### src/sv/hashed_slot_select_top_assert.svh
// Assertion macros for the hashed slot select block.
// Clock is clock, reset is reset (synchronous, active high).
`ifndef HASHED_SLOT_SELECT_TOP_ASSERT_SVH
`define HASHED_SLOT_SELECT_TOP_ASSERT_SVH
`ifndef ASSERT_OFF
`define HSS_ASSERT(lbl, prop, msg) \
   lbl: assert property (@(posedge clock) disable iff (reset) (prop)) else $error(msg);
`define HSS_ASSERT_NEXT(lbl, ante, cons, msg) \
   lbl: assert property (@(posedge clock) disable iff (reset) (ante) |=> (cons)) else $error(msg);
`else
`define HSS_ASSERT(lbl, prop, msg)
`define HSS_ASSERT_NEXT(lbl, ante, cons, msg)
`endif
`endif

### src/sv/hss_pkg.sv
// ----------------------------------------------------------------------------
// hss_pkg
// Types, constants and SHA-256 helpers for the hashed slot select block.
// ----------------------------------------------------------------------------
package hss_pkg;

   localparam int unsigned MAX_CHAINS = 256;
   localparam int unsigned CNT_W      = 9;
   localparam int unsigned SLOT_W     = 8;
   localparam int unsigned CSR_IDX_W  = 2;
   localparam int unsigned CSR_DATA_W = 32;
   localparam int unsigned ROUNDS     = 64;
   localparam int unsigned MOD_STAGES = 8;
   localparam int unsigned MOD_BITS   = 4;

   localparam logic [CSR_IDX_W-1:0] REG_CHAIN_COUNT = 2'd0;
   localparam logic [CSR_IDX_W-1:0] REG_NONCE_VALUE = 2'd1;
   localparam logic [CSR_IDX_W-1:0] REG_DOMAIN_TAG  = 2'd2;

   localparam logic [CNT_W-1:0] CHAIN_COUNT_RST = 9'd1;
   localparam logic [CNT_W-1:0] CHAINS_MAX      = CNT_W'(MAX_CHAINS);

   localparam logic [7:0][31:0] SHA_INIT = {
      32'h5be0cd19, 32'h1f83d9ab, 32'h9b05688c, 32'h510e527f,
      32'ha54ff53a, 32'h3c6ef372, 32'hbb67ae85, 32'h6a09e667};

   localparam logic [31:0] PAD_WORD9_LOW = 32'h0080_0000;
   localparam logic [31:0] LEN_WORD      = 32'h0000_0128;

   typedef struct packed {
      logic [7:0][31:0]  st;
      logic [15:0][31:0] win;
   } hss_rnd_type;

   typedef struct packed {
      logic [31:0]      val;
      logic [CNT_W-1:0] rem;
   } hss_mod_type;

   function automatic logic [31:0] bswap(input logic [31:0] x);
      return {x[7:0], x[15:8], x[23:16], x[31:24]};
   endfunction

   function automatic logic [31:0] rotr(input logic [31:0] x, input int unsigned n);
      logic [63:0] d;
      d = {x, x} >> n;
      return d[31:0];
   endfunction

   function automatic logic [31:0] sig0(input logic [31:0] x);
      return rotr(x, 7) ^ rotr(x, 18) ^ (x >> 3);
   endfunction

   function automatic logic [31:0] sig1(input logic [31:0] x);
      return rotr(x, 17) ^ rotr(x, 19) ^ (x >> 10);
   endfunction

   function automatic logic [31:0] big_s0(input logic [31:0] x);
      return rotr(x, 2) ^ rotr(x, 13) ^ rotr(x, 22);
   endfunction

   function automatic logic [31:0] big_s1(input logic [31:0] x);
      return rotr(x, 6) ^ rotr(x, 11) ^ rotr(x, 25);
   endfunction

   function automatic logic [31:0] sha_k(input logic [5:0] i);
      logic [31:0] k;
      case (i)
         6'd0:  k = 32'h428a2f98; 6'd1:  k = 32'h71374491;
         6'd2:  k = 32'hb5c0fbcf; 6'd3:  k = 32'he9b5dba5;
         6'd4:  k = 32'h3956c25b; 6'd5:  k = 32'h59f111f1;
         6'd6:  k = 32'h923f82a4; 6'd7:  k = 32'hab1c5ed5;
         6'd8:  k = 32'hd807aa98; 6'd9:  k = 32'h12835b01;
         6'd10: k = 32'h243185be; 6'd11: k = 32'h550c7dc3;
         6'd12: k = 32'h72be5d74; 6'd13: k = 32'h80deb1fe;
         6'd14: k = 32'h9bdc06a7; 6'd15: k = 32'hc19bf174;
         6'd16: k = 32'he49b69c1; 6'd17: k = 32'hefbe4786;
         6'd18: k = 32'h0fc19dc6; 6'd19: k = 32'h240ca1cc;
         6'd20: k = 32'h2de92c6f; 6'd21: k = 32'h4a7484aa;
         6'd22: k = 32'h5cb0a9dc; 6'd23: k = 32'h76f988da;
         6'd24: k = 32'h983e5152; 6'd25: k = 32'ha831c66d;
         6'd26: k = 32'hb00327c8; 6'd27: k = 32'hbf597fc7;
         6'd28: k = 32'hc6e00bf3; 6'd29: k = 32'hd5a79147;
         6'd30: k = 32'h06ca6351; 6'd31: k = 32'h14292967;
         6'd32: k = 32'h27b70a85; 6'd33: k = 32'h2e1b2138;
         6'd34: k = 32'h4d2c6dfc; 6'd35: k = 32'h53380d13;
         6'd36: k = 32'h650a7354; 6'd37: k = 32'h766a0abb;
         6'd38: k = 32'h81c2c92e; 6'd39: k = 32'h92722c85;
         6'd40: k = 32'ha2bfe8a1; 6'd41: k = 32'ha81a664b;
         6'd42: k = 32'hc24b8b70; 6'd43: k = 32'hc76c51a3;
         6'd44: k = 32'hd192e819; 6'd45: k = 32'hd6990624;
         6'd46: k = 32'hf40e3585; 6'd47: k = 32'h106aa070;
         6'd48: k = 32'h19a4c116; 6'd49: k = 32'h1e376c08;
         6'd50: k = 32'h2748774c; 6'd51: k = 32'h34b0bcb5;
         6'd52: k = 32'h391c0cb3; 6'd53: k = 32'h4ed8aa4a;
         6'd54: k = 32'h5b9cca4f; 6'd55: k = 32'h682e6ff3;
         6'd56: k = 32'h748f82ee; 6'd57: k = 32'h78a5636f;
         6'd58: k = 32'h84c87814; 6'd59: k = 32'h8cc70208;
         6'd60: k = 32'h90befffa; 6'd61: k = 32'ha4506ceb;
         6'd62: k = 32'hbef9a3f7; 6'd63: k = 32'hc67178f2;
         default: k = 32'h0;
      endcase
      return k;
   endfunction

endpackage

### src/sv/hss_mod_stage.sv
// ----------------------------------------------------------------------------
// hss_mod_stage
// Restoring remainder stage: consumes four dividend bits per cycle while adv is high.
// ----------------------------------------------------------------------------
module hss_mod_stage (
   input  logic                        clock,
   input  logic                        reset,
   input  logic                        adv,
   input  logic [hss_pkg::CNT_W-1:0]   divisor,
   input  logic                        vld_in,
   input  hss_pkg::hss_mod_type        d_in,
   output logic                        vld_out,
   output hss_pkg::hss_mod_type        d_out
);

   logic                 vld_ff;
   hss_pkg::hss_mod_type dat_ff;
   hss_pkg::hss_mod_type dat_in;
   logic [hss_pkg::CNT_W-1:0] r;

   always_comb begin
      r = d_in.rem;
      for (int b = 0; b < hss_pkg::MOD_BITS; b++) begin
         r = {r[hss_pkg::CNT_W-2:0], d_in.val[31-b]};
         if (r >= divisor) begin
            r = r - divisor;
         end
      end
      dat_in.rem = r;
      dat_in.val = {d_in.val[31-hss_pkg::MOD_BITS:0], {hss_pkg::MOD_BITS{1'b0}}};
   end

   always_ff @(posedge clock) begin
      if (reset) begin
         vld_ff <= 1'b0;
      end else if (adv) begin
         vld_ff <= vld_in;
      end
   end

   always_ff @(posedge clock) begin
      if (adv) begin
         dat_ff <= dat_in;
      end
   end

   assign vld_out = vld_ff;
   assign d_out   = dat_ff;

endmodule

### config.mk
export PLATFORM = sky130hd
export DESIGN_NAME = hss_mod_stage
export DESIGN_NICKNAME = d
export VERILOG_FILES = /design/src/sv/hashed_slot_select_top_assert.svh /design/src/sv/hss_pkg.sv /design/src/sv/hss_mod_stage.sv
export SDC_FILE = /design/constraint.sdc
export NUM_CORES = 1
export LEC_CHECK = 0
export ABC_AREA = 1
export BUFFER_PORTS_ARGS = -buffer_cell sky130_fd_sc_hd__buf_2
export CAP_MARGIN = 20
export CORE_ASPECT_RATIO = 0.6
export CORE_MARGIN = 5
export CORE_UTILIZATION = 48
export DETAILED_ROUTE_END_ITERATION = 7
export GPL_ROUTABILITY_DRIVEN = 1
export PLACE_DENSITY = 0.79
export SLEW_MARGIN = 20
export SYNTH_ARGS = -nofsm -noshare
export SYNTH_HDL_FRONTEND = slang
export SYNTH_SLANG_ARGS = --single-unit
### constraint.sdc
create_clock -name clock -period 5.3 [get_ports clock]
set_clock_uncertainty 0.05 [all_clocks]
set_input_delay 0.265 -clock clock [delete_from_list [all_inputs] [get_ports clock]]
set_output_delay 0.265 -clock clock [all_outputs]
set_load 0.01 [all_outputs]
==> metrics.md, run 1 <==
| Metric | Value |
|---|---|
| GR repair worst EP | d_out[7]$_DFFE_PP_/D |
| Detailed-placement wirelength estimate | ~9000 um |
| GR Util All Layers | 0.8741 |
| Syn. warnings | 0 |
| #FFs+latches synth | 38 |
| Asr flop ratio synth | 0 |
| Clock root buffer | clkbuf_16 |
| Htree depth | 2 |
| Number of buffers added on ports | 90 |
| Status | aborted with a tool error |
| # rows | 23 |
| Total grt overflow | between 400 and 500 |
| DIE HEIGHT | around 75 um |
| IO Pins | 96 |
| Syn Std Cell Area | around 3400 sq um |
| Netlist cell types | 42 |
| Die width | approximately 120 um |
| Fail Step | global routing (5_1_grt) |
| Num Clock Sinks | 38 |
| CTS Hold Bufs | 0 |
| Largest net degree at the start of global routing | 39 |
| CTS buffer count | 5 |
| CTS max path bufs | 2 |
| Pre-CTS setup slack | -0.9249 ns |
| Initial Utilization | 0.5000 |
| Dominant synthesized flop cell | edfxtp_1 |
| GPL Wtd Cong | slightly below 1 |
| Post-synth EDFFs | 37 |
| Register area share after synthesis | 0.3359 |
| Mapped Avg Cell Area | 8.113 sq um |
| Post-Syn Instances | ~420 |
| Worst_ep kind | register input |
| Stop err | [ERROR GRT-0232] Routing congestion too high. Check the congestion heatmap in the GUI. |
[stage by stage]
step | instance area, sq um | std cells | util
floorplan | 3378 | 418 | -
global placement | 4791 | 708 | 0.7114
detailed placement | 4791 | 708 | 0.7114
CTS | 6193 | 765 | 0.9197
[cells in the mapped netlist, drive strengths merged, types with 2 or more instances]
| cell | n | area share |
|---|---|---|
| mux2i | 2 | 0.0059 |
| a31oi | 3 | 0.0056 |
| and2 | 5 | 0.0093 |
| a21o | 7 | 0.016 |
| ha | 36 | 0.13 |
| fa | 4 | 0.024 |
| nand4 | 6 | 0.022 |
| xnor2 | 8 | 0.021 |
| nor2 | 24 | 0.033 |
| nand3b | 3 | 0.0067 |
| nand2 | 117 | 0.13 |
| nand3 | 40 | 0.067 |
| or2 | 3 | 0.0056 |
| a21oi | 17 | 0.029 |
| edfxtp | 37 | 0.33 |
| xor2 | 9 | 0.023 |
| o21bai | 2 | 0.0045 |
| buf | 6 | 0.016 |
| inv | 62 | 0.069 |
| o21ai | 10 | 0.017 |
| nor3 | 5 | 0.0074 |
[cells by family after synthesis]
logic type | count (synthesis) | synth area share
multiplexers | 2 | 0.005946
other | 1 | 0.001114
AO/OA/AOI/OAI | 45 | 0.08548
XOR/XNOR | 17 | 0.04422
buffers and inverters | 68 | 0.08473
adder cells (fa/ha/maj) | 40 | 0.1576
AND/OR/NAND/NOR | 204 | 0.2850
flip-flops | 38 | 0.3359
[routing by layer]
metal,GRT usage,overflow
met1,0.7888,6
met2,1.088,228
met3,0.7147,6
met4,1.057,182
met5,0.3906,0
[timing repair]
item	in CTS
pin swaps	86
gates cloned	2
endpoints found under the hold margin	0
buffers inserted	47
setup endpoints to repair	9
resized for setup	173
==> inputs of run 2 (changes only) <==
--- a/config.mk
+++ b/config.mk
@@ -8,12 +8,11 @@
 export ABC_AREA = 1
 export BUFFER_PORTS_ARGS = -buffer_cell sky130_fd_sc_hd__buf_2
 export CAP_MARGIN = 20
-export CORE_ASPECT_RATIO = 0.6
 export CORE_MARGIN = 5
-export CORE_UTILIZATION = 48
+export CORE_UTILIZATION = 40
 export DETAILED_ROUTE_END_ITERATION = 7
 export GPL_ROUTABILITY_DRIVEN = 1
-export PLACE_DENSITY = 0.79
+export PLACE_DENSITY_LB_ADDON = 0.15
 export SLEW_MARGIN = 20
 export SYNTH_ARGS = -nofsm -noshare
 export SYNTH_HDL_FRONTEND = slang
==> constraint.sdc (replaced) <==
create_clock -name clock -period 6.9 [get_ports clock]
set_clock_uncertainty 0.05 [all_clocks]
set_input_delay 0.345 -clock clock [delete_from_list [all_inputs] [get_ports clock]]
set_output_delay 0.345 -clock clock [all_outputs]
set_load 0.01 [all_outputs]
==> run 2 against run 1 <==
  * The flow now finishes without violations
  * Synthesized cell count is the same
  * Area after synthesis is the same
==> metrics.md, run 2 <==
| Metric | Value |
|---|---|
| Status | complete, no violations (was aborted with a tool error) |
| Netlist cell types | 42 (unchanged) |
| First-pass GRT wire length | approximately 13000 um |
| Synth Area in Simple Gates | 0.2850 (unchanged) |
| Clock transition at path regs | about 0.070 ns |
| Post-CTS setup buffer count | 0 (was 47) |
| Clock root buffer | clkbuf_8 (was clkbuf_16) |
| CTS Hold Bufs | 0 (unchanged) |
| Num Clock Sinks | 38 (unchanged) |
| Die width | 101.7 um (was 118.1 um) |
| Total grt overflow | 0 |
| Max reg flops | 37 |
| #FFs+latches synth | 38 (unchanged) |
| Max cap viols | 0 |
| R2R Path End | vld_out |
| Dominant synthesized flop cell | edfxtp_1 (unchanged) |
| R2r setup slk | between 6 and 7 ns |
| Initial antenna violation count | 0 |
| Placed inst area | 3923 sq um (was 4791 sq um) |
| Cell Count, Final, Fillers Out | ~620 |
| CTS buffer count | 5 (unchanged) |
| Core area | between 8000 and 9000 sq um |
| Post-Syn Instances | 415 (unchanged) |
| Antenna Nets Post-Route | 0 |
| Final-report hold violation count | 0 |
| Leading cell types in the layout, fill and taps excluded | nand2_1, buf_2, inv_1 |
| Number of buffers added on ports | 90 (unchanged) |
| Synth top cells by count | nand2_1, inv_1, edfxtp_1 (unchanged) |
| Iteration count of the initial detailed-routing pass | 5 |
| Crit start category | input pin |
| Busiest layer in global routing | met2 |
| Worst vdd ir | around 140 uV |
| Critical path data arrival time | between 5 and 6 ns |
| CP peak stage delay | 0.34 ns |
| Total Nets Final | just over 600 |
| Mapped Avg Cell Area | 8.113 sq um (unchanged) |
| Area grow syn2layout | 18.95% |
| Post-synth EDFFs | 37 (unchanged) |
| P per Cell Area | 354.0 nW/um^2 |
| Slew @ Worst Pin | 0.8156 ns |
| # rows | 33 (was 23) |
| Hold Path Stages | 2 |
| Min cycle time layout | approximately 6 ns |
| R2R depth | 2 |
| Yosys top cell area share | 0.3300 (unchanged) |
| Asr flop ratio synth | 0 (unchanged) |
| Largest net degree at the start of global routing | 39 |
| CP required | 6.88 ns |
| DIE HEIGHT | 101.7 um (was 74.88 um) |
| XOR/XNOR share of the synthesized area | 0.04422 (unchanged) |
| DRC viols | 0 |
| Most common cell in the netlist | nand2_1 (unchanged) |
| Placed insts | 609 (was 708) |
| Worst R2R Start | vld_out |
| GPL Wtd Cong | 0.8833 (was 0.9882) |
| Pre-CTS setup slack | 0.6124 ns (was -0.9249 ns) |
| Register area share after synthesis | 0.3359 (unchanged) |
| Tcrit/Tclk final | 0.8597 |
| Critical-path top delay cell | ha_1 |
| IO Pins | 96 (unchanged) |
| Main area contributors after synthesis | edfxtp_1, ha_1, nand2_1 (unchanged) |
| Synth Area in Adders | 0.1576 (unchanged) |
| F_max | about 170 MHz |
| PostCTS Resize Cnt | 0 (was 173) |
| Commonest non-fill, non-tap cell in the layout | nand2_1 |
| Clk Latency, worst-skew pair | 0.27 ns |
| WL/cell | between 10 and 15 um |
| Post-route cell area | about 4000 sq um |
| # setup viols final | 0 |
| Area leader, netlist | edfxtp_1 (unchanged) |
| Worst-path maximum fanout | 11 |
| PnR worst setup slack | between 0.9 and 1 ns |
| RSZ-0062 raised after global routing | false |
| WS Path Type | in -> reg |
| Post-synthesis mux area share | 0.005946 (unchanged) |
| TNS Setup | 0 ns |
| # fillers | around 850 |
| Largest family of logic cells by synthesized area | simple AND/OR/NAND/NOR gates (unchanged) |
| DR vias | ~3k |
| Hold Path Class | in -> reg |
| CTS max path bufs | 2 (unchanged) |
| CTS tree | built |
| Max_slew headroom | 0.4563 |
| Diode count | 0 |
| Detailed Route Iter0 Violations | 102 |
| Htree depth | 2 (unchanged) |
| Die area | between 10000 and 15000 sq um |
| Fin. max-slew vios | 0 |
| Layout cell share with drive strength beyond 1 | 0.2402 |
| WL final | ~8000 um |
| Syn Std Cell Area | 3367 sq um (unchanged) |
| Detailed-placement wirelength estimate | 6790 um (was 9131 um) |
| GR Util met2 | 0.2495 |
| Worst hold endpoint | vld_out |
| Synth Area in Compound Gates | 0.08547 (unchanged) |
| Routed vias/inst | ~4.7 |
| Leak | 2.097 nW |
| Met3 usage | 0.02135 |
| Vias in the first global route | ~2.8k |
| Met1 GRT Util | 0.2257 |
| Initial Utilization | 0.4098 (was 0.5000) |
| GR Util All Layers | 0.1587 |
| Syn. warnings | 0 (unchanged) |
| Min-delay src | reset |
| CP endpoint kind | register |
[run 2: per-stage QoR]
step / hold WS (ns) / power [mW] / util
finish: 0.1694 / 1.418 / 0.4874
global route: 0.1766 / 1.590 / 0.4874
CTS: 0.1582 / 1.433 / 0.4874
detailed placement: 0.4560 / 1.289 / 0.4774
global placement: 0.4263 / 1.280 / 0.4774
floorplan: 0.3674 / 1.082 / -
[run 2: cell families after synthesis]
family / count (synthesis)
multiplexers: 2
flip-flops: 38
buffers and inverters: 68
adder cells (fa/ha/maj): 40
other: 1
AO/OA/AOI/OAI: 45
XOR/XNOR: 17
AND/OR/NAND/NOR: 204
[run 2: how the worst max path moves through the flow]
stage	startpoint	to	slack, ns	depth (start not counted)
after floorplan	divisor[4]	d_out[3]	1.56	35
after CTS	divisor[7]	d_out[6]	0.90	35
after global placement	divisor[1]	d_out[6]	0.68	39
final	divisor[1]	d_out[5]	0.97	39
after global routing	divisor[6]	d_out[5]	0.27	35
after detailed placement	divisor[1]	d_out[6]	0.61	39
[run 2: final cells by class]
type,instances,area [sq um],area share
multi-input combinational,312,1962,0.4898
inverter,62,232.7,0.05811
clock inverter,2,10.01,0.002499
timing repair buffer,92,465.4,0.1162
clock buffer,6,72.57,0.01812
sequential,38,1131,0.2824
tap,105,131.4,0.03280
[run 2: report_power, final]
part           total (mW)  internal (mW)  switching [mW]
combinational       0.942          0.372           0.569
clock               0.139         0.0699          0.0692
sequential          0.337          0.329         0.00828
[run 2: worst max-delay path, delay by kind of cell]
kind	cells	cell delay, ns
adder cells (fa/ha/maj)	4	1.32
buffers and inverters	10	1.12
AND/OR/NAND/NOR	25	3.11
[run 2: per-layer routing]
layer | wire length (um) | share of wire
met5 | 0 | 0
met4 | 168 | 0.021
met3 | 712 | 0.090
met2 | 3364 | 0.43
met1 | 3648 | 0.46
No activity file was read; power rests on OpenSTA's default activity.
