`src/sv/hashed_slot_select_top_assert.svh`:
```
// Assertion macros for the hashed slot select block.
// Clock is clock, reset is reset (synchronous, active high).
`ifndef HASHED_SLOT_SELECT_TOP_ASSERT_SVH
`define HASHED_SLOT_SELECT_TOP_ASSERT_SVH
`ifndef ASSERT_OFF
`define HSS_ASSERT(lbl, prop, msg) \
   lbl: assert property (@(posedge clock) disable iff (reset) (prop)) else $error(msg);
`define HSS_ASSERT_NEXT(lbl, ante, cons, msg) \
   lbl: assert property (@(posedge clock) disable iff (reset) (ante) |=> (cons)) else $error(msg);
`else
`define HSS_ASSERT(lbl, prop, msg)
`define HSS_ASSERT_NEXT(lbl, ante, cons, msg)
`endif
`endif

```
`src/sv/hss_pkg.sv`:
```
// ----------------------------------------------------------------------------
// hss_pkg
// Types, constants and SHA-256 helpers for the hashed slot select block.
// ----------------------------------------------------------------------------
package hss_pkg;

   localparam int unsigned MAX_CHAINS = 256;
   localparam int unsigned CNT_W      = 9;
   localparam int unsigned SLOT_W     = 8;
   localparam int unsigned CSR_IDX_W  = 2;
   localparam int unsigned CSR_DATA_W = 32;
   localparam int unsigned ROUNDS     = 64;
   localparam int unsigned MOD_STAGES = 8;
   localparam int unsigned MOD_BITS   = 4;

   localparam logic [CSR_IDX_W-1:0] REG_CHAIN_COUNT = 2'd0;
   localparam logic [CSR_IDX_W-1:0] REG_NONCE_VALUE = 2'd1;
   localparam logic [CSR_IDX_W-1:0] REG_DOMAIN_TAG  = 2'd2;

   localparam logic [CNT_W-1:0] CHAIN_COUNT_RST = 9'd1;
   localparam logic [CNT_W-1:0] CHAINS_MAX      = CNT_W'(MAX_CHAINS);

   localparam logic [7:0][31:0] SHA_INIT = {
      32'h5be0cd19, 32'h1f83d9ab, 32'h9b05688c, 32'h510e527f,
      32'ha54ff53a, 32'h3c6ef372, 32'hbb67ae85, 32'h6a09e667};

   localparam logic [31:0] PAD_WORD9_LOW = 32'h0080_0000;
   localparam logic [31:0] LEN_WORD      = 32'h0000_0128;

   typedef struct packed {
      logic [7:0][31:0]  st;
      logic [15:0][31:0] win;
   } hss_rnd_type;

   typedef struct packed {
      logic [31:0]      val;
      logic [CNT_W-1:0] rem;
   } hss_mod_type;

   function automatic logic [31:0] bswap(input logic [31:0] x);
      return {x[7:0], x[15:8], x[23:16], x[31:24]};
   endfunction

   function automatic logic [31:0] rotr(input logic [31:0] x, input int unsigned n);
      logic [63:0] d;
      d = {x, x} >> n;
      return d[31:0];
   endfunction

   function automatic logic [31:0] sig0(input logic [31:0] x);
      return rotr(x, 7) ^ rotr(x, 18) ^ (x >> 3);
   endfunction

   function automatic logic [31:0] sig1(input logic [31:0] x);
      return rotr(x, 17) ^ rotr(x, 19) ^ (x >> 10);
   endfunction

   function automatic logic [31:0] big_s0(input logic [31:0] x);
      return rotr(x, 2) ^ rotr(x, 13) ^ rotr(x, 22);
   endfunction

   function automatic logic [31:0] big_s1(input logic [31:0] x);
      return rotr(x, 6) ^ rotr(x, 11) ^ rotr(x, 25);
   endfunction

   function automatic logic [31:0] sha_k(input logic [5:0] i);
      logic [31:0] k;
      case (i)
         6'd0:  k = 32'h428a2f98; 6'd1:  k = 32'h71374491;
         6'd2:  k = 32'hb5c0fbcf; 6'd3:  k = 32'he9b5dba5;
         6'd4:  k = 32'h3956c25b; 6'd5:  k = 32'h59f111f1;
         6'd6:  k = 32'h923f82a4; 6'd7:  k = 32'hab1c5ed5;
         6'd8:  k = 32'hd807aa98; 6'd9:  k = 32'h12835b01;
         6'd10: k = 32'h243185be; 6'd11: k = 32'h550c7dc3;
         6'd12: k = 32'h72be5d74; 6'd13: k = 32'h80deb1fe;
         6'd14: k = 32'h9bdc06a7; 6'd15: k = 32'hc19bf174;
         6'd16: k = 32'he49b69c1; 6'd17: k = 32'hefbe4786;
         6'd18: k = 32'h0fc19dc6; 6'd19: k = 32'h240ca1cc;
         6'd20: k = 32'h2de92c6f; 6'd21: k = 32'h4a7484aa;
         6'd22: k = 32'h5cb0a9dc; 6'd23: k = 32'h76f988da;
         6'd24: k = 32'h983e5152; 6'd25: k = 32'ha831c66d;
         6'd26: k = 32'hb00327c8; 6'd27: k = 32'hbf597fc7;
         6'd28: k = 32'hc6e00bf3; 6'd29: k = 32'hd5a79147;
         6'd30: k = 32'h06ca6351; 6'd31: k = 32'h14292967;
         6'd32: k = 32'h27b70a85; 6'd33: k = 32'h2e1b2138;
         6'd34: k = 32'h4d2c6dfc; 6'd35: k = 32'h53380d13;
         6'd36: k = 32'h650a7354; 6'd37: k = 32'h766a0abb;
         6'd38: k = 32'h81c2c92e; 6'd39: k = 32'h92722c85;
         6'd40: k = 32'ha2bfe8a1; 6'd41: k = 32'ha81a664b;
         6'd42: k = 32'hc24b8b70; 6'd43: k = 32'hc76c51a3;
         6'd44: k = 32'hd192e819; 6'd45: k = 32'hd6990624;
         6'd46: k = 32'hf40e3585; 6'd47: k = 32'h106aa070;
         6'd48: k = 32'h19a4c116; 6'd49: k = 32'h1e376c08;
         6'd50: k = 32'h2748774c; 6'd51: k = 32'h34b0bcb5;
         6'd52: k = 32'h391c0cb3; 6'd53: k = 32'h4ed8aa4a;
         6'd54: k = 32'h5b9cca4f; 6'd55: k = 32'h682e6ff3;
         6'd56: k = 32'h748f82ee; 6'd57: k = 32'h78a5636f;
         6'd58: k = 32'h84c87814; 6'd59: k = 32'h8cc70208;
         6'd60: k = 32'h90befffa; 6'd61: k = 32'ha4506ceb;
         6'd62: k = 32'hbef9a3f7; 6'd63: k = 32'hc67178f2;
         default: k = 32'h0;
      endcase
      return k;
   endfunction

endpackage

```
`src/sv/hss_round.sv`:
```
// ----------------------------------------------------------------------------
// hss_round
// One registered SHA-256 round with its message schedule step.
// ----------------------------------------------------------------------------
module hss_round (
   input  logic                 clock,
   input  logic                 reset,
   input  logic                 adv,
   input  logic [31:0]          k_word,
   input  logic                 vld_in,
   input  hss_pkg::hss_rnd_type d_in,
   output logic                 vld_out,
   output hss_pkg::hss_rnd_type d_out
);

   logic                 vld_ff;
   hss_pkg::hss_rnd_type dat_ff;
   hss_pkg::hss_rnd_type dat_in;
   logic [31:0]          t1;
   logic [31:0]          t2;
   logic [31:0]          ch;
   logic [31:0]          mj;

   always_comb begin
      ch = (d_in.st[4] & d_in.st[5]) ^ (~d_in.st[4] & d_in.st[6]);
      mj = (d_in.st[0] & d_in.st[1]) ^ (d_in.st[0] & d_in.st[2]) ^ (d_in.st[1] & d_in.st[2]);
      t1 = d_in.st[7] + hss_pkg::big_s1(d_in.st[4]) + ch + k_word + d_in.win[0];
      t2 = hss_pkg::big_s0(d_in.st[0]) + mj;
      dat_in.st[0] = t1 + t2;
      dat_in.st[1] = d_in.st[0];
      dat_in.st[2] = d_in.st[1];
      dat_in.st[3] = d_in.st[2];
      dat_in.st[4] = d_in.st[3] + t1;
      dat_in.st[5] = d_in.st[4];
      dat_in.st[6] = d_in.st[5];
      dat_in.st[7] = d_in.st[6];
      for (int j = 0; j < 15; j++) begin
         dat_in.win[j] = d_in.win[j+1];
      end
      dat_in.win[15] = d_in.win[0] + hss_pkg::sig0(d_in.win[1]) + d_in.win[9]
                       + hss_pkg::sig1(d_in.win[14]);
   end

   always_ff @(posedge clock) begin
      if (reset) begin
         vld_ff <= 1'b0;
      end else if (adv) begin
         vld_ff <= vld_in;
      end
   end

   always_ff @(posedge clock) begin
      if (adv) begin
         dat_ff <= dat_in;
      end
   end

   assign vld_out = vld_ff;
   assign d_out   = dat_ff;

endmodule

```
`config.mk`:
```
export PLATFORM = sky130hd
export DESIGN_NAME = hss_round
export DESIGN_NICKNAME = d
export VERILOG_FILES = /design/src/sv/hashed_slot_select_top_assert.svh /design/src/sv/hss_pkg.sv /design/src/sv/hss_round.sv
export SDC_FILE = /design/constraint.sdc
export NUM_CORES = 1
export LEC_CHECK = 0
export BUFFER_PORTS_ARGS = -buffer_cell sky130_fd_sc_hd__buf_2
export CAP_MARGIN = 10
export CORE_AREA = 2 2 617 619
export CTS_BUF_LIST = sky130_fd_sc_hd__clkbuf_16
export CTS_CLUSTER_DIAMETER = 30
export DETAILED_ROUTE_END_ITERATION = 16
export DIE_AREA = 0 0 619 621
export GPL_TIMING_DRIVEN = 0
export PLACE_DENSITY = 0.35
export SYNTH_ARGS = -nofsm -noshare
export SYNTH_HDL_FRONTEND = slang
export SYNTH_SLANG_ARGS = --single-unit
export TNS_END_PERCENT = 100
```
`constraint.sdc`:
```
create_clock -name clock -period 6.5 [get_ports clock]
set_input_delay 0 -clock clock [delete_from_list [all_inputs] [get_ports clock]]
set_output_delay 0 -clock clock [all_outputs]
set_load 0.1 [all_outputs]
```
==> Implementation_results.wiki, run 1 <==
{| class="wikitable"
! Metric !! Value
|-
| Result of the run || complete, no violations
|-
| Count of flip-flops with a built-in enable after synthesis || 768
|-
| Path type of the worst min-delay path || input pin to register
|-
| Total wirelength of the detailed-routed design || 295,000 um
|-
| Req. time, crit path || 7.07 ns
|-
| Post-synthesis cell area || 37,400 sq um
|-
| Post-synthesis average cell area || 14.9 sq um
|-
| Clock tree skew after final layout || 0 ns
|-
| Commonest cells post-synth || 768 x edfxtp_1, 352 x inv_1, 237 x xnor2_1
|-
| Period minus WS final || 6.25 ns
|-
| Post-detail-place hpwl || 248,000 um
|-
| Core box area || 378,000 sq um
|-
| Sequential power share || 16.5%
|-
| Critical path startpoint || d_in[736]
|-
| CTS clock-pin slew for the worst setup and hold paths || 0.04 ns
|-
| Via Count || 34,840
|-
| Leakage power of the design || 31.1 nW
|-
| Synth-to-Final Area Change || 99.5%
|-
| Total count of max-transition violations in the final report || 0
|-
| Distinct cell type count after synthesis || 75
|-
| Aggregate global-route resource usage || 14.9%
|-
| Max Cap Viol || 0
|-
| Share of synthesized flip-flops with an asynchronous set or reset || 0%
|-
| Most Frequent Cell on Critical Path || fa_1
|-
| Internal power contribution || 23.5 mW
|-
| Critical Setup Path Class || input pin to register
|-
| Count of clock tree sinks || 769
|-
| Combinational share of power || 54.3%
|-
| Startpoint type of the worst setup path || input pin
|-
| Critical path endpoint || d_out[543]$_DFFE_PP_
|-
| Clk_lat worst skew || 0.85 ns
|-
| Largest stage delay on the critical path || 0.55 ns
|-
| Worst slew margin relative to its limit || 25.0%
|-
| Port Buffers || 1,572
|-
| Endpoint type of the worst setup path || register
|-
| Global placement routability congestion || 0.870
|-
| Cells after synthesis || 2,514
|-
| Synth top area share || 61.7%
|-
| Count of boundary I/O pins || 1,573
|-
| Worst hold margin || 0.00154 ns
|-
| CP Max Fanout || 5
|-
| Synth warnings || 0
|-
| DP Cell Count || 9,114
|-
| Number of placement rows || 226
|-
| Max stage delay cell, worst path || dlygate4sd3_1
|-
| Net Switching || 20.0 mW
|-
| Cells taking the most area after synthesis || edfxtp_1 62%, fa_1 10%, xnor2_1 5.6%
|-
| Mean routed wirelength per cell || 26.8 um
|-
| Layout Nets || 6,818
|-
| CTS tree || yes
|-
| Number of design-rule violations left by the first detailed-router iteration || 1,971
|-
| FF+latch count, synth || 769
|-
| Reg2Reg Depth || 3
|-
| Share of layout cells above drive strength 1 || 35.5%
|-
| Number of global-route vias before repair || 37,293
|-
| Clock root cell || clkbuf_16
|-
| Wire length of the first global-routing pass || 372,000 um
|-
| Area of the die || 384,000 sq um
|-
| Congestion Overflow GR || 0
|-
| Total iterations of the first detailed-routing run || 5
|-
| Fillers || 41,186
|-
| Final clock period utilization by the worst path || 96.2%
|-
| Destination of the worst register-to-register timing path || vld_out$_SDFFE_PP0P_
|-
| Switching portion of total power || 45.9%
|-
| Antenna violations before repair || 162
|-
| Final design area excluding fillers || 74,600 sq um
|-
| F_max || 160 MHz
|-
| H-tree depth reported by CTS || 5
|-
| Chip Width || 619 um
|-
| Vert. Die Dim || 621 um
|-
| Post-synthesis cell type with the largest combined area || edfxtp_1
|-
| Data arrival time at the worst-slack endpoint || 6.82 ns
|-
| Setup violation total in the final timing report || 0
|-
| Hold Fails Final Rpt || 0
|-
| Setup WS pre-CTS || -1.72 ns
|-
| Number of antenna-violating nets in the routed design || 0
|-
| Initial standard-cell utilization of the core || 9.89%
|-
| Slew of the pin with the lowest slew margin || 1.12 ns
|-
| Clk pwr share || 29.2%
|-
| Predominant post-synthesis flop cell || edfxtp_1
|-
| Post-detailed-route via-to-cell ratio || 3.17
|-
| Most frequent cell after synthesis || edfxtp_1
|-
| Slack of the critical path || 0.248 ns
|-
| Internal reg-to-reg setup slack || 5.35 ns
|-
| Sequential element share of the synthesized area || 61.8%
|-
| Total DRC errors in the routed layout || 0
|-
| Power Dens Cells || 583 nW/um^2
|-
| Setup_tns || 0 ns
|-
| Largest buffer count on any clock path || 4
|-
| Mapped Nets || 3,629
|-
| Pin count of the biggest net entering global routing || 108
|-
| Cell area after placement || 51,800 sq um
|-
| Number of buffers created by CTS || 278
|-
| Final instance count without filler cells || 11,007
|-
| Largest vdd supply drop || 0.356 mV
|-
| Reg-to-reg critical path startpoint || vld_out$_SDFFE_PP0P_
|}
## final cells by class
type                       count  area [sq um]  share of cell area (%)
multi-input combinational   1375         13200                    17.7
clock buffer                 280          7010                    9.40
clock inverter               212          1920                    2.58
timing repair buffer        2913         21400                    28.8
buffer                        14          57.6                  0.0772
antenna                       76           190                   0.255
tap                         5016          6280                    8.42
sequential                   769         23100                    31.0
inverter                     352          1350                    1.81
## how the worst min path moves through the flow
stage | slack (ns) | endpoint | from | cells past startpoint
after CTS | 0.00003 | d_out[563]$_DFFE_PP_ | d_in[531] | 2
after global placement | 0.16 | vld_out$_SDFFE_PP0P_ | reset | 2
after floorplan | 0.07 | vld_out$_SDFFE_PP0P_ | reset | 1
final | 0.002 | d_out[480]$_DFFE_PP_ | d_in[0] | 3
after detailed placement | 0.17 | vld_out$_SDFFE_PP0P_ | reset | 2
after global routing | 0.01 | d_out[688]$_DFFE_PP_ | d_in[656] | 2
## cells by family after synthesis
kind of cell / share of synthesized area, %
buffers and inverters: 3.73
muxes: 1.03
and+or+nand+nor: 3.64
adders and majority gates: 14.2
AOI/OAI and AO/OA: 6.93
xor gates and xnor gates: 8.66
DFF: 61.8
## critical path: cells and delay by family
family,cells,cell delay (ns)
fa+ha+maj,7,2.78
compound gates,9,1.82
buf+inv,6,1.06
simple gates,4,0.59
xor+xnor,3,0.56
## power groups by stage
stage / clock network (mW) / logic (mW) / registers, mW
after global placement: 0 / 21.7 / 7.37
after CTS: 13.0 / 23.3 / 7.17
after global routing: 13.3 / 25.6 / 7.22
after detailed placement: 0 / 21.6 / 7.23
final: 12.7 / 23.6 / 7.16
after floorplan: 0 / 10.5 / 12.0
## placed cells by master (no fill, tap or decap), types with 54 or more instances in the layout
cell	Yosys	final
a21o_1	81	81
a21oi_1	93	87
buf_2	4	1572
clkbuf_16	0	280
diode_2	0	76
dlygate4sd3_1	0	1317
edfxtp_1	768	768
fa_1	187	187
ha_1	124	118
inv_1	352	397
nand2_1	54	54
nor2_1	76	75
o21ai_0	81	75
xnor2_1	237	228
xor2_1	128	119
## registers in the layout, indices dropped and copies added (netlist names)
| register | cells |
|---|---|
| d_out | 768 |
| vld_out | 1 |
## per-stage QoR
| stage | utilization [%] | total power, mW |
|---|---|---|
| after floorplan | - | 22.5 |
| after global placement | 13.6 | 29.0 |
| after global routing | 19.7 | 46.1 |
| after CTS | 19.6 | 43.4 |
| final | 19.7 | 43.4 |
| after detailed placement | 13.7 | 28.9 |
## layer usage
layer  GRT usage (%)  vias to the layer above  share of wire (%)
met5               0                        -               0.13
met4            7.66                       58                5.7
met3            3.40                      546                6.0
met2            28.5                     1639                 54
met1            14.7                    17090                 34
li1                -                    15507                  -
## repair_timing
item | CTS | global route
cloned | 0 | 0
hold buffers | 1317 | 0
endpoints found under the setup margin | 7 | 10
resized for setup | 20 | 48
pin swaps | 1 | 12
buffers inserted | 7 | 5
hold endpoints to repair | 809 | 0
No activity file was read; power rests on OpenSTA's default activity.
==> run 2, diff against run 1 <==
Clock period 6.5 ns to 7.4 ns, I/O delays scaled along.
==> run 2 against run 1 <==
Effect of this change: total power down 13%; clock skew is the same; largest power group unchanged; the flow now finishes with violations (hold timing); non-clock buffer count down 8; first-iteration DRC count up 3.7%.
==> Implementation_results.wiki, run 2 (same netlist as run 1, synthesis figures left out) <==
{| class="wikitable"
! Metric !! Value
|-
| Result of the run || finished with violations
|-
| Violated checks || hold timing
|-
| Layout Nets || 6,810
|-
| Max reg flops || 768
|-
| CP Max Fanout || 5
|-
| Count of clock tree sinks || 769
|-
| Slew of the pin with the lowest slew margin || 1.11 ns
|-
| Max Cap Viol || 0
|-
| Area of the die || 384,000 sq um
|-
| Share of layout cells above drive strength 1 || 34.7%
|-
| Clk_lat worst skew || 0.84 ns
|-
| Chip Width || 619 um
|-
| Fin util || 19.6%
|-
| Clock root cell || clkbuf_16
|-
| Antenna violations before repair || 157
|-
| Total count of max-transition violations in the final report || 0
|-
| CTS clock-pin slew for the worst setup and hold paths || 0.04 ns
|-
| Largest vdd supply drop || 0.312 mV
|-
| DP Cell Count || 9,114
|-
| Global placement routability congestion || 0.870
|-
| Core box area || 378,000 sq um
|-
| Largest buffer count on any clock path || 4
|-
| Number of antenna-violating nets in the routed design || 0
|-
| Aggregate global-route resource usage || 14.8%
|-
| Top library cells by usage in the layout, fill and taps aside || 1,575 x buf_2, 1,317 x dlygate4sd3_1, 768 x edfxtp_1, 405 x inv_1, 280 x clkbuf_16
|-
| H-tree depth reported by CTS || 5
|-
| Power Dens Cells || 509 nW/um^2
|-
| Post-detail-place hpwl || 248,000 um
|-
| Path type of the worst min-delay path || input pin to register
|-
| Number of design-rule violations left by the first detailed-router iteration || 2,044
|-
| Total power || 37.7 mW
|-
| Port Buffers || 1,572
|-
| Number of buffers created by CTS || 278
|-
| Unrepaired setup endpoints after global routing || no
|-
| Setup violation total in the final timing report || 0
|-
| Hold Fails Final Rpt || 1
|-
| Critical Setup Path Class || input pin to register
|-
| Mean routed wirelength per cell || 26.8 um
|-
| Final clock period utilization by the worst path || 97.4%
|-
| Worst slew margin relative to its limit || 25.2%
|-
| Total wirelength of the detailed-routed design || 295,000 um
|-
| Leakage power of the design || 31.0 nW
|-
| Initial standard-cell utilization of the core || 9.89%
|-
| Fillers || 41,214
|-
| Clock tree skew after final layout || 0 ns
|-
| Period minus WS final || 7.20 ns
|-
| Commonest non-fill, non-tap cell in the layout || buf_2
|-
| Post-detailed-route via-to-cell ratio || 3.16
|-
| CTS tree || yes
|-
| Vert. Die Dim || 621 um
|-
| Via Count || 34,797
|-
| Total iterations of the first detailed-routing run || 5
|-
| Pin count of the biggest net entering global routing || 108
|-
| F_max || 139 MHz
|-
| Final design area excluding fillers || 74,200 sq um
|-
| Data arrival time at the worst-slack endpoint || 7.78 ns
|-
| Synth-to-Final Area Change || 98.5%
|-
| Total DRC errors in the routed layout || 0
|-
| Worst hold margin || -0.00502 ns
|-
| Number of placement rows || 226
|-
| Endpoint type of the worst setup path || register
|-
| Congestion Overflow GR || 0
|-
| Wire length of the first global-routing pass || 372,000 um
|-
| Count of boundary I/O pins || 1,573
|-
| Req. time, crit path || 7.97 ns
|-
| Number of global-route vias before repair || 37,163
|-
| Final instance count without filler cells || 10,996
|-
| Cell area after placement || 51,800 sq um
|-
| Startpoint type of the worst setup path || input pin
|}
## run 2: changes by cell type in the layout (fill, tap and decap cells not counted), sizes merged
cell,delta
inv,+8
diode,-3
buf,-7
clkbuf,-1
clkinvlp,-8
## run 2: layout make-up
| cell class | instances | area (sq um) | share of cell area, % |
|---|---|---|---|
| Buffer | 16 | 65.1 | 0.0877 |
| Clock buffer | 280 | 7010 | 9.45 |
| Sequential cell | 769 | 23100 | 31.1 |
| Multi-Input combinational cell | 1375 | 13000 | 17.5 |
| Timing Repair Buffer | 2903 | 21300 | 28.8 |
| Clock inverter | 212 | 1920 | 2.59 |
| Inverter | 352 | 1320 | 1.78 |
| Tap cell | 5016 | 6280 | 8.46 |
| Antenna cell | 73 | 183 | 0.246 |
## run 2: metal layers
| metal | routed length (um) | up-vias | global-route usage (%) |
|---|---|---|---|
| li1 | - | 15486 | - |
| met1 | 102000 | 17123 | 14.7 |
| met2 | 158000 | 1586 | 28.4 |
| met3 | 17300 | 544 | 3.35 |
| met4 | 17400 | 58 | 7.71 |
| met5 | 382 | - | 0 |
## run 2: path summary, 6_finish.rpt
path,from,to,slack (ns),depth (start not counted)
setup / recovery,d_in[736],d_out[668]$_DFFE_PP_,0.20,25
hold / removal,d_in[0],d_out[480]$_DFFE_PP_,-0.005,3
setup reg to reg,vld_out$_SDFFE_PP0P_,vld_out$_SDFFE_PP0P_,6.25,3
hold reg to reg,vld_out$_SDFFE_PP0P_,vld_out$_SDFFE_PP0P_,1.05,3
## run 2: through the flow
| step | hold WS, ns | setup WS (ns) | setup TNS (ns) |
|---|---|---|---|
| CTS | 0.0000289 | 0.0944 | 0 |
| finish | -0.00502 | 0.195 | 0 |
| floorplan | 0.0724 | 1.72 | 0 |
| global route | 0.0106 | 0.0315 | 0 |
| global placement | 0.163 | -8.29 | -6023.99 |
| detailed placement | 0.166 | -0.821 | -2.92 |
## run 2: repair_timing
action / 4_1_cts / 5_1_grt
setup buffers: 0 / 2
resized for setup: 0 / 14
hold endpoints to repair: 809 / 0
hold buffers: 1317 / 0
endpoints found under the setup margin: 0 / 5
## run 2: worst max-delay path, cell delays in order
cell	delay [ns]
dlygate4sd3_1	0.55
buf_2	0.13
fa_1	0.41
dlygate4sd3_1	0.57
ha_1	0.22
fa_1	0.46
ha_1	0.23
fa_1	0.48
a21oi_2	0.18
nand4b_1	0.18
nand2_1	0.11
a21o_1	0.19
a21o_1	0.20
xor2_1	0.51
ha_1	0.41
a21oi_1	0.16
o21ai_0	0.14
a221o_1	0.39
a32o_2	0.29
nor4_4	0.33
o211ai_1	0.22
a211oi_2	0.26
dlygate4sd3_1	0.57
nor2_1	0.04
dlygate4sd3_1	0.55
## run 2: where the power goes
group | total [mW] | internal, mW | leakage, nW | switching (mW)
Sequential | 6.29 | 6.11 | 7.53 | 0.175
Combinational | 20.3 | 6.63 | 19.0 | 13.7
Clock | 11.1 | 7.61 | 4.52 | 3.53
Total | 37.7 | 20.4 | 31.0 | 17.4
==> run 3, diff against run 2 <==
Settings changed: CORE_AREA 2 2 617 619 to 2 2 612 614, DIE_AREA 0 0 619 621 to 0 0 614 616.
==> run 3 against run 2 <==
Effect of this change: the run now ends clean; clock power is essentially flat; critical path depth shrank 2; wire length shrank 1.3%; via count grew 0.33%; total power grew 1.1%; clock skew is the same; non-clock buffer count grew 18; worst setup slack lost 0.0067 ns; register-to-register slack is essentially flat; cell area grew 0.42%; combinational power is essentially flat.
==> Implementation_results.wiki, run 3 (same netlist as run 1, synthesis figures left out) <==
{| class="wikitable"
! Metric !! Value
|-
| Number of design-rule violations left by the first detailed-router iteration || 2,045
|-
| Power Dens Cells || 512 nW/um^2
|-
| Core box area || 371,000 sq um
|-
| Area of the multi-input gates || 13,000 sq um
|-
| Slew of the pin with the lowest slew margin || 1.07 ns
|-
| Commonest non-fill, non-tap cell in the layout || buf_2
|-
| Setup_tns || 0 ns
|-
| Total iterations of the first detailed-routing run || 5
|-
| Number of global-route vias before repair || 36,771
|-
| Global placement routability congestion || 0.844
|-
| Synth-to-Final Area Change || 99.3%
|-
| Largest buffer count on any clock path || 4
|-
| Result of the run || complete, no violations
|-
| Hold-critical path endpoint || d_out[480]$_DFFE_PP_
|-
| Largest vdd supply drop || 0.318 mV
|-
| Count of boundary I/O pins || 1,573
|-
| Vert. Die Dim || 616 um
|-
| Layout Nets || 6,820
|-
| Mean routed wirelength per cell || 26.5 um
|-
| Number of antenna-violating nets in the routed design || 0
|-
| Aggregate global-route resource usage || 14.8%
|-
| Area of the die || 378,000 sq um
|-
| Final instance count without filler cells || 10,969
|-
| Hold depth || 3
|-
| Internal reg-to-reg setup slack || 6.26 ns
|-
| Reg2Reg Depth || 3
|-
| Family with the most delay on the worst path || buffers and inverters
|-
| Crit path buffers/inverters || 4
|-
| Count of clock tree sinks || 769
|-
| Max reg flops || 768
|-
| Share of layout cells above drive strength 1 || 34.9%
|-
| Chip Width || 614 um
|-
| Leakage power of the design || 31.1 nW
|-
| Post-detail-place hpwl || 243,000 um
|-
| Hold Crit Start || d_in[0]
|-
| Reg-to-reg critical path startpoint || vld_out$_SDFFE_PP0P_
|-
| Initial standard-cell utilization of the core || 10.1%
|-
| Destination of the worst register-to-register timing path || vld_out$_SDFFE_PP0P_
|-
| Number of buffers created by CTS || 270
|-
| Post-detailed-route via-to-cell ratio || 3.18
|-
| Worst hold margin || 0.0244 ns
|-
| Max Cap Viol || 0
|-
| Setup violation total in the final timing report || 0
|-
| DP Cell Count || 9,071
|-
| Port Buffers || 1,572
|-
| Via Count || 34,913
|-
| CP Max Fanout || 7
|-
| Fin util || 20.1%
|-
| Critical path startpoint || d_in[652]
|-
| Req. time, crit path || 7.96 ns
|-
| Number of placement rows || 224
|-
| Wire length of the first global-routing pass || 365,000 um
|-
| Period minus WS final || 7.21 ns
|-
| Top library cells by usage in the layout, fill and taps aside || 1,575 x buf_2, 1,332 x dlygate4sd3_1, 768 x edfxtp_1, 386 x inv_1, 272 x clkbuf_16
|-
| Hold Fails Final Rpt || 0
|-
| Max stage delay cell, worst path || dlygate4sd3_1
|-
| Congestion Overflow GR || 0
|-
| Pin count of the biggest net entering global routing || 121
|-
| CTS tree || yes
|-
| Unrepaired setup endpoints after global routing || no
|-
| Path type of the worst min-delay path || input pin to register
|-
| F_max || 139 MHz
|-
| Worst slew margin relative to its limit || 28.4%
|-
| CTS clock-pin slew for the worst setup and hold paths || 0.04 ns
|-
| Cell area after placement || 51,700 sq um
|-
| Setup WS pre-CTS || -0.987 ns
|-
| H-tree depth reported by CTS || 5
|-
| Fillers || 40,357
|-
| Total wirelength of the detailed-routed design || 291,000 um
|-
| Final design area excluding fillers || 74,500 sq um
|-
| Clk_lat worst skew || 0.84 ns
|-
| Largest stage delay on the critical path || 0.58 ns
|-
| Slack of the critical path || 0.188 ns
|-
| Endpoint type of the worst setup path || register
|-
| Total power || 38.2 mW
|-
| Total count of max-transition violations in the final report || 0
|-
| Final clock period utilization by the worst path || 97.5%
|-
| Total DRC errors in the routed layout || 0
|-
| FF+latch area || 23,100 sq um
|-
| Clock root cell || clkbuf_16
|-
| Series of cell instances along the critical path || dlygate4sd3_1 > buf_2 > mux2_2 > fa_1 > fa_1 > ha_1 > nand3_1 > o31ai_1 > nand2_1 > nor2_1 > a211o_1 > xor2_2 > ha_1 > nand3_1 > nor2_1 > and4_1 > a32o_1 > nor4_4 > o211ai_1 > a211oi_1 > dlygate4sd3_1 > nor2_1 > dlygate4sd3_1
|-
| Data arrival time at the worst-slack endpoint || 7.78 ns
|-
| Startpoint type of the worst setup path || input pin
|-
| Critical Setup Path Class || input pin to register
|-
| Clock tree skew after final layout || 0 ns
|-
| Antenna violations before repair || 139
|}
[run 3: cell type report]
type	instances	area share, %
flip-flops and latches	769	31.0
repair buffers	2920	28.9
multi-input cells	1375	17.4
clock buffers	272	9.14
well taps	4972	8.35
clock inverters	213	3.08
inverters	352	1.78
diodes	79	0.265
plain buffers	17	0.0924
[run 3: power breakdown]
group / switching, mW / leakage, nW / internal (mW) / total, mW
clock network: 3.57 / 4.54 / 7.79 / 11.4
logic: 13.8 / 19.0 / 6.71 / 20.5
registers: 0.181 / 7.53 / 6.11 / 6.29
total: 17.5 / 31.1 / 20.6 / 38.2
[run 3: worst max path at each step]
stage / endpoint / slack [ns] / depth (start not counted)
finish: d_out[668]$_DFFE_PP_ / 0.19 / 23
global route: d_out[668]$_DFFE_PP_ / 0.0003 / 28
CTS: d_out[543]$_DFFE_PP_ / 0.08 / 28
detailed placement: d_out[543]$_DFFE_PP_ / -0.99 / 28
global placement: d_out[99]$_DFFE_PP_ / -7.96 / 1
floorplan: d_out[540]$_DFFE_PP_ / 1.72 / 27
[run 3: what timing repair did]
item                       in CTS  in global routing
setup endpoints to repair       1                  3
resized for setup               3                 13
hold endpoints to repair      805                  0
hold buffers                 1332                  0
buffers inserted                0                  3
pin swaps                       0                  3
[run 3: worst reg2reg max path, delay by kind of cell (launching register included)]
family                 cells  cell delay, ns
buffers and inverters      1            0.55
DFF                        1            0.30
muxes                      1            0.13
and+or+nand+nor            1            0.05
[run 3: layer usage]
metal / share of wire (%) / GRT usage (%) / vias to the layer above
met4: 5.2 / 6.38 / 56
met5: 0.12 / 0 / -
met3: 6.1 / 3.35 / 525
li1: - / - / 15497
met2: 54 / 28.5 / 1584
met1: 35 / 15.0 / 17251
